**src/rtl/mbf_pkg.sv**
```systemverilog
// Shared types and constants of the monochrome bitmap to framebuffer expander.
package mbf_pkg;

   // Saturation limits for the icon size and the line stride
   localparam int MAX_ICON_DIM = 256;
   localparam int MAX_STRIDE   = 4096;

   // Pixel offset width: (4095 + 256) rows * 4096 pixels + 4095 stays below 2^26
   localparam int OFS_W = 26;

   // Configuration register indexes
   localparam logic [2:0] CSR_FRAME_BASE   = 3'd0;
   localparam logic [2:0] CSR_BUFFER_WIDTH = 3'd1;
   localparam logic [2:0] CSR_PIXEL_16BIT  = 3'd2;
   localparam logic [2:0] CSR_START_X      = 3'd3;
   localparam logic [2:0] CSR_START_Y      = 3'd4;
   localparam logic [2:0] CSR_ICON_WIDTH   = 3'd5;
   localparam logic [2:0] CSR_ICON_HEIGHT  = 3'd6;
   localparam logic [2:0] CSR_COLOR_PAIR   = 3'd7;

   // Effective configuration, limits already applied
   typedef struct packed {
      logic [31:0] frame_base;
      logic [12:0] stride;
      logic        pixel_16bit;
      logic [11:0] start_x;
      logic [11:0] start_y;
      logic [8:0]  width;
      logic [8:0]  height;
      logic [31:0] fg;
      logic [31:0] bg;
   } cfg_type;

endpackage

```
**src/rtl/mbf_csr.sv**
```systemverilog
// Configuration registers of the expander, with size limits applied.
module mbf_csr (
   input  logic               clock,
   input  logic               reset,
   input  logic               csr_write_enable,
   input  logic [2:0]         csr_index,
   input  logic [63:0]        csr_write_data,
   output mbf_pkg::cfg_type   cfg
);

   logic [31:0] frame_base_ff;
   logic [12:0] buffer_width_ff;
   logic        pixel_16bit_ff;
   logic [11:0] start_x_ff;
   logic [11:0] start_y_ff;
   logic [8:0]  icon_width_ff;
   logic [8:0]  icon_height_ff;
   logic [63:0] color_pair_ff;

   logic [8:0]  height_sat;

   always_ff @(posedge clock) begin
      if (reset) begin
         frame_base_ff   <= 32'd0;
         buffer_width_ff <= 13'd512;
         pixel_16bit_ff  <= 1'b0;
         start_x_ff      <= 12'd0;
         start_y_ff      <= 12'd0;
         icon_width_ff   <= 9'd16;
         icon_height_ff  <= 9'd16;
         color_pair_ff   <= 64'd0;
      end else if (csr_write_enable) begin
         case (csr_index)
            mbf_pkg::CSR_FRAME_BASE:   frame_base_ff   <= csr_write_data[31:0];
            mbf_pkg::CSR_BUFFER_WIDTH: buffer_width_ff <= csr_write_data[12:0];
            mbf_pkg::CSR_PIXEL_16BIT:  pixel_16bit_ff  <= csr_write_data[0];
            mbf_pkg::CSR_START_X:      start_x_ff      <= csr_write_data[11:0];
            mbf_pkg::CSR_START_Y:      start_y_ff      <= csr_write_data[11:0];
            mbf_pkg::CSR_ICON_WIDTH:   icon_width_ff   <= csr_write_data[8:0];
            mbf_pkg::CSR_ICON_HEIGHT:  icon_height_ff  <= csr_write_data[8:0];
            mbf_pkg::CSR_COLOR_PAIR:   color_pair_ff   <= csr_write_data;
            default: ;
         endcase
      end
   end

   assign height_sat = (32'(icon_height_ff) > mbf_pkg::MAX_ICON_DIM) ?
                       9'(mbf_pkg::MAX_ICON_DIM) : icon_height_ff;

   always_comb begin
      cfg.frame_base  = frame_base_ff;
      cfg.stride      = (32'(buffer_width_ff) > mbf_pkg::MAX_STRIDE) ?
                        13'(mbf_pkg::MAX_STRIDE) : buffer_width_ff;
      cfg.pixel_16bit = pixel_16bit_ff;
      cfg.start_x     = start_x_ff;
      cfg.start_y     = start_y_ff;
      cfg.width       = (32'(icon_width_ff) > mbf_pkg::MAX_ICON_DIM) ?
                        9'(mbf_pkg::MAX_ICON_DIM) : icon_width_ff;
      // A zero height counts as one row
      cfg.height      = (height_sat == 9'd0) ? 9'd1 : height_sat;
      cfg.fg          = color_pair_ff[63:32];
      cfg.bg          = color_pair_ff[31:0];
   end

endmodule

```
**src/rtl/mono_bitmap_to_framebuffer.sv**
```systemverilog
// Top level of the monochrome bitmap to framebuffer expander.
// Each accepted byte expands into up to eight pixel writes, issued at one write per cycle
// while the write side is not stalled, from the byte register through the result register.
// A restart byte first sets up the row start offset through the single start_y/stride
// multiplier before its pixels are walked. The same multiplier sets up each following row
// in the cycle of the byte that ends the previous row. The next byte is taken in the cycle
// the current one issues its final write, so bytes follow each other without a gap while
// the write side keeps up.
module mono_bitmap_to_framebuffer (
   input  logic        clock,
   input  logic        reset,
   input  logic        csr_write_enable,
   input  logic [2:0]  csr_index,
   input  logic [63:0] csr_write_data,
   input  logic        req_valid,
   output logic        req_ready,
   input  logic [7:0]  req_bitmap_byte,
   input  logic        req_restart,
   output logic        rsp_valid,
   input  logic        rsp_ready,
   output logic [31:0] rsp_write_address,
   output logic [31:0] rsp_write_data,
   output logic        rsp_last_of_byte,
   output logic        rsp_icon_done
);

   localparam int OW = mbf_pkg::OFS_W;

   mbf_pkg::cfg_type cfg;

   mbf_csr u_csr (
      .clock            (clock),
      .reset            (reset),
      .csr_write_enable (csr_write_enable),
      .csr_index        (csr_index),
      .csr_write_data   (csr_write_data),
      .cfg              (cfg)
   );

   // Byte register and walk state
   logic          byte_valid_ff, byte_valid_in;
   logic [7:0]    byte_bits_ff, byte_bits_in;
   logic          restart_ff, restart_in;
   logic [2:0]    pix_ff, pix_in;
   logic [8:0]    column_ff, column_in;
   logic [8:0]    row_ff, row_in;
   logic [OW-1:0] ofs_ff, ofs_in;
   logic          clipped_ff, clipped_in;
   logic          finished_ff, finished_in;

   // Result register
   logic          rsp_valid_ff, rsp_valid_in;
   logic [31:0]   rsp_addr_ff, rsp_addr_in;
   logic [31:0]   rsp_data_ff, rsp_data_in;
   logic          rsp_last_ff, rsp_last_in;
   logic          rsp_done_ff, rsp_done_in;

   logic          slot_free;
   logic [8:0]    col0;
   logic [9:0]    col10, width10;
   logic [13:0]   xpos, stride14;
   logic          active, clip_now, emit, more;
   logic          row_end, icon_end;
   logic          init, drop, proc, fire, byte_end;
   logic [12:0]   mul_y;
   logic [OW-1:0] row_ofs;
   logic [31:0]   scaled, pix_data;

   assign slot_free = !rsp_valid_ff || rsp_ready;

   // Column of the byte's first pixel: every pixel before the current one was written
   assign col0     = column_ff - {6'd0, pix_ff};
   assign col10    = {1'b0, column_ff};
   assign width10  = {1'b0, cfg.width};
   assign xpos     = {2'd0, cfg.start_x} + {5'd0, column_ff};
   assign stride14 = {1'b0, cfg.stride};

   assign active   = col10 < width10;
   assign clip_now = clipped_ff || (xpos >= stride14);
   assign emit     = active && !clip_now;
   // Clipping only grows with the column, so the next pixel tells if this write is the last
   assign more     = emit && (pix_ff != 3'd7) && ((col10 + 10'd1) < width10) &&
                     ((xpos + 14'd1) < stride14);
   assign row_end  = ({1'b0, col0} + 10'd8) >= width10;
   assign icon_end = ({1'b0, row_ff} + 10'd1) >= {1'b0, cfg.height};

   assign init     = byte_valid_ff && restart_ff;
   assign drop     = byte_valid_ff && !restart_ff && finished_ff;
   assign proc     = byte_valid_ff && !restart_ff && !finished_ff;
   assign fire     = proc && (!emit || slot_free);
   assign byte_end = drop || (fire && !more);
   assign req_ready = !byte_valid_ff || byte_end;

   // Row start offset: (start_y + row) * stride + start_x, shared by restart and row change
   assign mul_y   = restart_ff ? {1'b0, cfg.start_y} :
                    ({1'b0, cfg.start_y} + {4'd0, row_ff} + 13'd1);
   assign row_ofs = OW'({13'd0, mul_y} * {13'd0, cfg.stride}) + OW'(cfg.start_x);

   assign scaled   = cfg.pixel_16bit ? 32'({ofs_ff, 1'b0}) : 32'({ofs_ff, 2'b00});
   assign pix_data = byte_bits_ff[3'd7 - pix_ff] ? cfg.fg : cfg.bg;

   always_comb begin
      byte_valid_in = byte_valid_ff;
      byte_bits_in  = byte_bits_ff;
      restart_in    = restart_ff;
      pix_in        = pix_ff;
      column_in     = column_ff;
      row_in        = row_ff;
      ofs_in        = ofs_ff;
      clipped_in    = clipped_ff;
      finished_in   = finished_ff;

      rsp_valid_in  = rsp_ready ? 1'b0 : rsp_valid_ff;
      rsp_addr_in   = rsp_addr_ff;
      rsp_data_in   = rsp_data_ff;
      rsp_last_in   = rsp_last_ff;
      rsp_done_in   = rsp_done_ff;

      if (init) begin
         // Restart: begin row 0 of a new icon, then walk the byte
         restart_in  = 1'b0;
         finished_in = 1'b0;
         row_in      = 9'd0;
         column_in   = 9'd0;
         clipped_in  = 1'b0;
         ofs_in      = row_ofs;
      end

      if (fire) begin
         if (emit) begin
            rsp_valid_in = 1'b1;
            rsp_addr_in  = cfg.frame_base + scaled;
            rsp_data_in  = cfg.pixel_16bit ? {16'd0, pix_data[15:0]} : pix_data;
            rsp_last_in  = !more;
            rsp_done_in  = !more && row_end && icon_end;
            ofs_in       = ofs_ff + OW'(1);
         end
         if (more) begin
            pix_in    = pix_ff + 3'd1;
            column_in = column_ff + 9'd1;
         end else if (row_end) begin
            row_in     = row_ff + 9'd1;
            column_in  = 9'd0;
            clipped_in = 1'b0;
            if (icon_end) begin
               finished_in = 1'b1;
            end else begin
               ofs_in = row_ofs;
            end
         end else begin
            // All eight pixels fall inside the row: skip past them
            column_in  = col0 + 9'd8;
            clipped_in = clipped_ff ||
                         (({2'd0, cfg.start_x} + {5'd0, col0} + 14'd7) >= stride14);
         end
      end

      if (byte_end) begin
         byte_valid_in = 1'b0;
      end
      if (req_valid && req_ready) begin
         byte_valid_in = 1'b1;
         byte_bits_in  = req_bitmap_byte;
         restart_in    = req_restart;
         pix_in        = 3'd0;
      end
   end

   always_ff @(posedge clock) begin
      if (reset) begin
         byte_valid_ff <= 1'b0;
         restart_ff    <= 1'b0;
         pix_ff        <= 3'd0;
         column_ff     <= 9'd0;
         row_ff        <= 9'd0;
         ofs_ff        <= '0;
         clipped_ff    <= 1'b0;
         finished_ff   <= 1'b1;
         rsp_valid_ff  <= 1'b0;
      end else begin
         byte_valid_ff <= byte_valid_in;
         restart_ff    <= restart_in;
         pix_ff        <= pix_in;
         column_ff     <= column_in;
         row_ff        <= row_in;
         ofs_ff        <= ofs_in;
         clipped_ff    <= clipped_in;
         finished_ff   <= finished_in;
         rsp_valid_ff  <= rsp_valid_in;
      end
      byte_bits_ff <= byte_bits_in;
      rsp_addr_ff  <= rsp_addr_in;
      rsp_data_ff  <= rsp_data_in;
      rsp_last_ff  <= rsp_last_in;
      rsp_done_ff  <= rsp_done_in;
   end

   assign rsp_valid         = rsp_valid_ff;
   assign rsp_write_address = rsp_addr_ff;
   assign rsp_write_data    = rsp_data_ff;
   assign rsp_last_of_byte  = rsp_last_ff;
   assign rsp_icon_done     = rsp_done_ff;

endmodule

```
**config.mk**
```make
export PLATFORM = sky130hd
export DESIGN_NAME = mono_bitmap_to_framebuffer
export DESIGN_NICKNAME = d
export VERILOG_FILES = /design/src/rtl/mbf_pkg.sv /design/src/rtl/mbf_csr.sv /design/src/rtl/mono_bitmap_to_framebuffer.sv
export SDC_FILE = /design/constraint.sdc
export NUM_CORES = 1
export LEC_CHECK = 0
export ABC_AREA = 0
export BUFFER_PORTS_ARGS = -buffer_cell sky130_fd_sc_hd__clkbuf_2
export CORE_ASPECT_RATIO = 0.8
export CORE_MARGIN = 3
export CORE_UTILIZATION = 60
export CTS_CLUSTER_SIZE = 24
export DETAILED_ROUTE_END_ITERATION = 8
export PLACE_DENSITY_LB_ADDON = 0.05
export RECOVER_POWER = 100
export SYNTH_ARGS = -nofsm -noshare
export SYNTH_HDL_FRONTEND = slang
export SYNTH_SLANG_ARGS = --single-unit
```
**constraint.sdc**
```tcl
create_clock -name clock -period 10 [get_ports clock]
set_input_delay 0.5 -clock clock [delete_from_list [all_inputs] [get_ports clock]]
set_output_delay 0.5 -clock clock [all_outputs]
set_load 0.005 [all_outputs]
```
== Word-level counts from Yosys, hierarchy flattened ==
Index checks and enable logic that the tools add are counted.
Operators by class
  equal/unequal tests: 8
  add/sub/neg operators: 18
  multipliers: 1
  reductions and logical operators: 42
  mux-type cells: 39
  magnitude comparators: 11
Operator list (count)
  $mux W26: 6
  $mux W9: 11
  $add A12 B9 Y13: 3
  $add A32 B28 Y32: 1
  $mux W32: 1
  $mux W28: 1
  $add A26 B1 Y26 const B: 1
  $add A26 B12 Y26: 1
  $mul A13 B13 Y26: 1
  $mux W13: 2
  $add A9 B1 Y10 const B: 2
  $ge A10 B9 Y1: 2
  $reduce_and A2 Y1: 10
  $add A9 B1 Y9 const B: 2
  $gt A9 B9 Y1 const B: 2
  $mux W1: 17
  $add A13 B1 Y14 const B: 1
  $add A13 B3 Y14 const B: 1
  $ge A14 B13 Y1: 1
  $lt A14 B13 Y1: 1
  $add A13 B1 Y13 const B: 1
  $ge A13 B13 Y1: 1
  $gt A13 B13 Y1 const B: 1
  $logic_and A1 B1 Y1: 13
  other kinds (19): 36
Storage, ports and cells
  register bits after elaboration: 278
  bits of input ports: 81
  word-level logic and storage cells: 142

== Depth between registers and ports, before layout ==
  word-level depth: 15
  mapped depth: 34

== Modules after synthesis ==
A second synthesis with hierarchy kept.
Second synthesis, totals
  cells, all modules: 2637
  area total of the unflattened synthesis: 24368.4 µm²
By module, submodules not included
  mono_bitmap_to_framebuffer: cells each 2028, instances 1, area an instance 17920.9 µm²
  mbf_csr: cells each 609, instances 1, area an instance 6447.4 µm²

== Worst setup path after synthesis ==
Ideal clock, no wire load.
  path type: register to register
  from: register row_ff[0]
  to: register ofs_ff[24]
  required time: 9.920 ns
  slack: 2.279 ns
  arrival: 7.641 ns
  buffers on the path: 0
  stages on the path, launching flop included: 33
  cells stage by stage: dfxtp_1 -> inv_1 -> ha_1 -> inv_1 -> fa_1 -> a21o_1 -> a21oi_1 -> o21ai_0 -> a21oi_1 -> o21bai_1 -> a211oi_1 -> nor2_1 -> xnor2_1 -> nor2_1 -> fa_1 -> inv_1 -> fa_1 -> inv_1 -> fa_1 -> fa_1 -> fa_1 -> inv_1 -> fa_1 -> inv_1 -> ha_1 -> a2111oi_0 -> nand2_1 -> o22ai_1 -> nor3_1 -> o31a_1 -> nor4b_1 -> a21oi_1 -> o211ai_1
Between the ends
  word-level cells in the longest chain between the ends: 11
RTL lines
  start: declaration: RTL line mono_bitmap_to_framebuffer.sv:46  | logic [8:0] row_ff, row_in;
  start signal: assignment: RTL line mono_bitmap_to_framebuffer.sv:185  | row_ff <= row_in;
  $add A12 B9 Y13: RTL line mono_bitmap_to_framebuffer.sv:96  | ({1'b0, cfg.start_y} + {4'd0, row_ff} + 13'd1);
  $add A13 B1 Y13: RTL line mono_bitmap_to_framebuffer.sv:96
  $mux W13: RTL line mono_bitmap_to_framebuffer.sv:95  | assign mul_y = restart_ff ? {1'b0, cfg.start_y} :
  $mul A13 B13 Y26: RTL line mono_bitmap_to_framebuffer.sv:97  | assign row_ofs = OW'({13'd0, mul_y} * {13'd0, cfg.stride}) + OW'(cfg.start_x);
  $add A26 B12 Y26: RTL line mono_bitmap_to_framebuffer.sv:97
  $mux W26: RTL line mono_bitmap_to_framebuffer.sv:119  | if (init) begin
  $mux W26: RTL line mono_bitmap_to_framebuffer.sv:130  | if (emit) begin
  $mux W26: RTL line mono_bitmap_to_framebuffer.sv:145  | if (icon_end) begin
  $mux W26: RTL line mono_bitmap_to_framebuffer.sv:141  | end else if (row_end) begin
  $mux W26: RTL line mono_bitmap_to_framebuffer.sv:138  | if (more) begin
  $mux W26 *: RTL line mono_bitmap_to_framebuffer.sv:129  | if (fire) begin
  end signal: assignment: RTL line mono_bitmap_to_framebuffer.sv:186  | ofs_ff <= ofs_in;
  end: declaration: RTL line mono_bitmap_to_framebuffer.sv:47  | logic [OW-1:0] ofs_ff, ofs_in;
Mark *: on every way between the ends. The rest lies on a longest branch, timed or not.
A chain may end at the register's enable or synchronous reset.

== Worst setup path after layout ==
  from: register column_ff[0]
  to: register ofs_ff[14]
Between the ends
  word-level cells in the longest chain between the ends: 10
RTL lines
  start: declaration: RTL line mono_bitmap_to_framebuffer.sv:45  | logic [8:0] column_ff, column_in;
  start signal: assignment: RTL line mono_bitmap_to_framebuffer.sv:184  | column_ff <= column_in;
  parallel branches: the longest is 9 deep, another holds $add A13 B1 Y14
  $mux W26 *: RTL line mono_bitmap_to_framebuffer.sv:129
Mark *: on every way between the ends.

==> impl_metrics.prom <==
# TYPE chip_impl_metric gauge
chip_impl_info{name="run_status",value="complete, but fails checks"} 1
chip_impl_info{name="violations",value="capacitance limit, slew limit"} 1
chip_impl_metric{name="wl_per_cell",unit="microns"} 20.59
chip_impl_metric{name="final_area",unit="sq um"} 24710
chip_impl_metric{name="vdd_drop_max",unit="V"} 0.0001362
chip_impl_metric{name="ctsHtreeMaxLevel",unit=""} 1
chip_impl_metric{name="cp.required",unit="ns"} 10.19
chip_impl_metric{name="antenna_found_initial",unit=""} 2
chip_impl_metric{name="synth_edf_count",unit=""} 74
chip_impl_metric{name="cts_resized",unit=""} 0
chip_impl_metric{name="worstMarginPinSlew",unit="ns"} 5.086
chip_impl_metric{name="floorplan.die.width",unit="microns"} 224.1
chip_impl_info{name="timing_worst_setup_path_type",value="flop to flop"} 1
chip_impl_metric{name="length_of_routed_met3_wiring",unit="microns"} 5885
chip_impl_metric{name="reg2reg_slack",unit="ns"} 0.99
chip_impl_metric{name="yosysTopAreaCellShare",unit="%"} 17.88
chip_impl_info{name="rr_endpoint",value="ofs_ff[14]"} 1
chip_impl_metric{name="postCtsHoldBufs",unit=""} 0
chip_impl_metric{name="sw_frac_of_total",unit="%"} 26.29
chip_impl_metric{name="final_hold_viol_count",unit=""} 0
chip_impl_info{name="top_cells_by_area_in_the_synthesized_netlist",value="dfxtp_1 (18%), ha_1 (13%), fa_1 (12%)"} 1
chip_impl_info{name="min_from",value="req_bitmap_byte[0]"} 1
chip_impl_metric{name="via_count_of_the_first_global_routing_pass",unit=""} 19130
chip_impl_info{name="worst_setup_path_end_kind",value="flop"} 1
chip_impl_metric{name="setup-tns-final",unit="ns"} 0
chip_impl_info{name="critical_path.startpoint_type",value="flop"} 1
chip_impl_metric{name="setup_skew_after_layout",unit="ns"} 0.01880
chip_impl_metric{name="routabilityCongestion",unit=""} 0.9702
chip_impl_metric{name="fmax",unit="GHz"} 0.1110
chip_impl_metric{name="sequential_fraction_of_the_synthesis_area",unit="%"} 27.61
chip_impl_info{name="tritoncts",value="built"} 1
chip_impl_info{name="timing.hold.worst_endpoint",value="byte_bits_ff[0]"} 1
chip_impl_metric{name="io_pins",unit=""} 149
chip_impl_metric{name="dieHeight",unit="microns"} 180.5
chip_impl_metric{name="io_buffer_count",unit=""} 148
chip_impl_metric{name="floorplan.initialDensity",unit="%"} 61.25
chip_impl_metric{name="maxSlewHeadroom",unit="%"} -239.1
chip_impl_info{name="hp-class",value="primary input to flop"} 1
chip_impl_metric{name="synth.yosys.warnings",unit=""} 0
chip_impl_info{name="cts_root_buffer",value="clkbuf_16"} 1
chip_impl_metric{name="grt.total_usage",unit="%"} 32.79
chip_impl_metric{name="nFillCells",unit=""} 3175
chip_impl_info{name="critical_path.startpoint",value="column_ff[0]"} 1
chip_impl_metric{name="die_footprint",unit="sq um"} 40450
chip_impl_info{name="critical-path-slowest-cell",value="nor2_1"} 1
chip_impl_metric{name="cts.sinks",unit=""} 278
chip_impl_metric{name="detailedRoute.firstPassIterationCount",unit=""} 6
chip_impl_metric{name="drt-initial-drc-count",unit=""} 1868
chip_impl_metric{name="p_leak",unit="nW"} 10.99
chip_impl_metric{name="final.period_utilization",unit="%"} 90.12
chip_impl_metric{name="rr_worst_depth",unit=""} 23
chip_impl_metric{name="final_antenna_net_count",unit=""} 0
chip_impl_info{name="timing.critical_path.cells",value="ha_1 -> fa_1 -> a21o_1 -> a21oi_1 -> o21ai_0 -> a31oi_1 -> nor2b_1 -> o21ai_0 -> xnor2_1 -> inv_1 -> ha_1 -> a21oi_1 -> nor2b_1 -> o21ai_0 -> nand3_2 -> nor2_1 -> nand3_1 -> clkinv_1 -> clkbuf_2 -> nand2_1 -> a21boi_0 -> a21oi_1 -> a2111oi_0"} 1
chip_impl_metric{name="critPathMaxStageDelay",unit="ns"} 1.53
chip_impl_metric{name="detailedPlacementHpwl",unit="microns"} 50600
chip_impl_metric{name="crit_path_max_fanout",unit=""} 71
chip_impl_metric{name="post_synth.cell_area_avg",unit="sq um"} 8.550
chip_impl_metric{name="p_int",unit="mW"} 1.944
chip_impl_metric{name="mappedNetlistNets",unit=""} 3123
chip_impl_metric{name="clock_power_share",unit="%"} 44.1
chip_impl_metric{name="drt-met1-wl",unit="microns"} 29660
chip_impl_metric{name="netlist-cell-type-count",unit=""} 98
chip_impl_metric{name="placementRows",unit=""} 63
chip_impl_info{name="synth_largest_area_cell",value="dfxtp_1"} 1
chip_impl_metric{name="mapped_cell_area",unit="sq um"} 22840
chip_impl_metric{name="insertion_delay",unit="ns"} 0.58
chip_impl_metric{name="post_drt_via_cell_ratio",unit=""} 6.046
chip_impl_metric{name="grt_start_max_net_pins",unit=""} 104
chip_impl_metric{name="sequentialPowerShare",unit="%"} 45.1
chip_impl_metric{name="comb_power_share",unit="%"} 10.8
chip_impl_metric{name="cap_viol_max_count",unit=""} 9
chip_impl_metric{name="core_region_area",unit="sq um"} 37280
chip_impl_info{name="ys_dominant_reg_cell",value="dfxtp_1"} 1
chip_impl_info{name="grt_setup_unrepaired",value="no"} 1
chip_impl_metric{name="final_setup_violations",unit=""} 0
chip_impl_metric{name="cts_inserted_buffers",unit=""} 30
chip_impl_metric{name="cts.clk_slew.worst_paths",unit="ns"} 0.06
chip_impl_info{name="commonest_cells_after_routing_fill_and_taps_aside",value="nand2_1 (462), a21oi_1 (270), ha_1 (237)"} 1
chip_impl_metric{name="syn2layout_area_growth",unit="%"} 8.202
chip_impl_metric{name="postCtsSetupBuffers",unit=""} 0
chip_impl_metric{name="dpl_cell_area",unit="sq um"} 23900
chip_impl_metric{name="route.met2.wl",unit="microns"} 29930
chip_impl_metric{name="layout_min_cycle_time",unit="ns"} 9.012
chip_impl_metric{name="grt-ovfl-total",unit=""} 0
chip_impl_metric{name="synth_seq_cells",unit=""} 278
chip_impl_metric{name="cp.arrival",unit="ns"} 9.21
chip_impl_metric{name="synth_cells",unit=""} 2671
chip_impl_metric{name="final_net_count",unit=""} 3213
chip_impl_metric{name="detail_route.wirelength",unit="microns"} 67340
chip_impl_metric{name="final_layout_size_suffix_gt1_share",unit="%"} 8.944
chip_impl_metric{name="grt_pass1_wl",unit="microns"} 105900
chip_impl_metric{name="n_antenna_cell",unit=""} 0
chip_impl_info{name="most_frequent_standard_cell_in_the_layout_excluding_fill_and_tap_cells",value="nand2_1"} 1
chip_impl_info{name="highest_layer",value="met5"} 1
chip_impl_metric{name="post-route-drc-count",unit=""} 0
chip_impl_metric{name="final-max-slew-violation-count",unit=""} 496
chip_impl_info{name="worst_r2r_startpoint",value="column_ff[0]"} 1
chip_impl_metric{name="clk_path_buf_depth",unit=""} 3
chip_impl_metric{name="ratio_of_total_power_to_cell_area",unit="nW/um^2"} 106.8
chip_impl_metric{name="asyncSetResetFlopFracSynth",unit="%"} 0
chip_impl_metric{name="p_sw",unit="mW"} 0.6936
chip_impl_metric{name="dr_total_vias",unit=""} 19780
chip_impl_metric{name="hold_depth",unit=""} 1
-- synthesized netlist by cell type (all sizes together) (18+ instances only) --
master	number
nand2b	30
buf	26
xnor2	73
o21a	18
dfxtp	204
clkbuf	84
xor2	44
nand3	62
nor3	40
o21ai	86
fa	134
and2	18
nor2b	25
nand2	462
a21o	42
mux2	35
inv	228
a21oi	273
ha	237
nor2	213
edfxtp	74
and3	24
nand4	21
mux2i	30
-- state kept, by name, indices dropped and copies added, names as in the netlist --
name	flops
byte_bits_ff	8
byte_valid_ff	1
clipped_ff	1
column_ff	9
finished_ff	1
ofs_ff	26
pix_ff	3
restart_ff	1
row_ff	9
rsp_icon_done	1
rsp_last_of_byte	1
rsp_valid	1
rsp_write_address	32
rsp_write_data	32
u_csr.buffer_width_ff	13
u_csr.color_pair_ff	64
u_csr.frame_base_ff	32
u_csr.icon_height_ff	9
u_csr.icon_width_ff	9
u_csr.pixel_16bit_ff	1
u_csr.start_x_ff	12
u_csr.start_y_ff	12
-- per-layer routing --
| layer | global-route usage (%) | vias to the layer above |
|---|---|---|
| met4 | 7.826 | 4 |
| met3 | 7.687 | 127 |
| met5 | 0 | - |
| li1 | - | 9300 |
| met2 | 51.44 | 762 |
| met1 | 46.14 | 9583 |
-- power by group through the flow --
stage          logic, mW  clock network [mW]  registers [mW]
2_1_floorplan      0.191                   0            1.21
3_3_place_gp       0.277                   0            1.21
3_5_place_dp       0.282                   0            1.21
4_1_cts            0.284                1.17            1.19
5_1_grt            0.310                1.22            1.19
6_report           0.284                1.16            1.19
-- cell families (layout without fill, tap and decap cells) --
group           after synthesis  after routing  synth area share [%]
fa+ha+maj                   371            371                 24.73
xor+xnor                    117            117                 4.553
flops                       278            278                 27.61
buf+inv                     342            455                 5.884
simple gates                934            934                 18.20
mux                          67             67                 3.238
compound gates              562            562                 15.78
-- how the worst max path moves through the flow --
stage                       to  cells past startpoint  slack (ns)
floorplan           ofs_ff[24]                     32        2.28
global placement    ofs_ff[24]                     32        1.76
detailed placement  ofs_ff[20]                     32        1.57
CTS                 ofs_ff[24]                     32        1.55
global route        ofs_ff[17]                     23        0.54
finish              ofs_ff[14]                     23        0.99
-- area by class of cell --
| class | count | area [sq um] | area share, % |
|---|---|---|---|
| Clock buffer | 43 | 860.8 | 3.484 |
| Inverter | 232 | 870.8 | 3.524 |
| Timing Repair Buffer | 168 | 825.8 | 3.342 |
| Clock inverter | 12 | 153.9 | 0.6228 |
| Tap cell | 487 | 609.3 | 2.466 |
| Multi-Input combinational cell | 2051 | 15080 | 61.04 |
| Sequential cell | 278 | 6306 | 25.52 |
-- stage by stage --
step           hold WS [ns]  util, %  cells  worst slack (ns)  total power, mW
2_1_floorplan        0.4081        -   2671             2.279            1.397
3_3_place_gp         0.4167    64.10   3216             1.760            1.491
3_5_place_dp         0.4312    64.10   3216             1.566            1.496
4_1_cts             0.09220    66.82   3271             1.551            2.645
5_1_grt             0.09858    66.27   3271            0.5446            2.723
6_report             0.1092    66.27   3271            0.9877            2.638
-- critical path, delay by kind of cell (launching register included) --
kind	cells	cell delay, ns
compound gates	10	2.69
simple gates	6	2.57
buf+inv	3	1.65
fa+ha+maj	3	1.01
flops	1	0.45
xor+xnor	1	0.23
(Power assumes the default switching activity.)
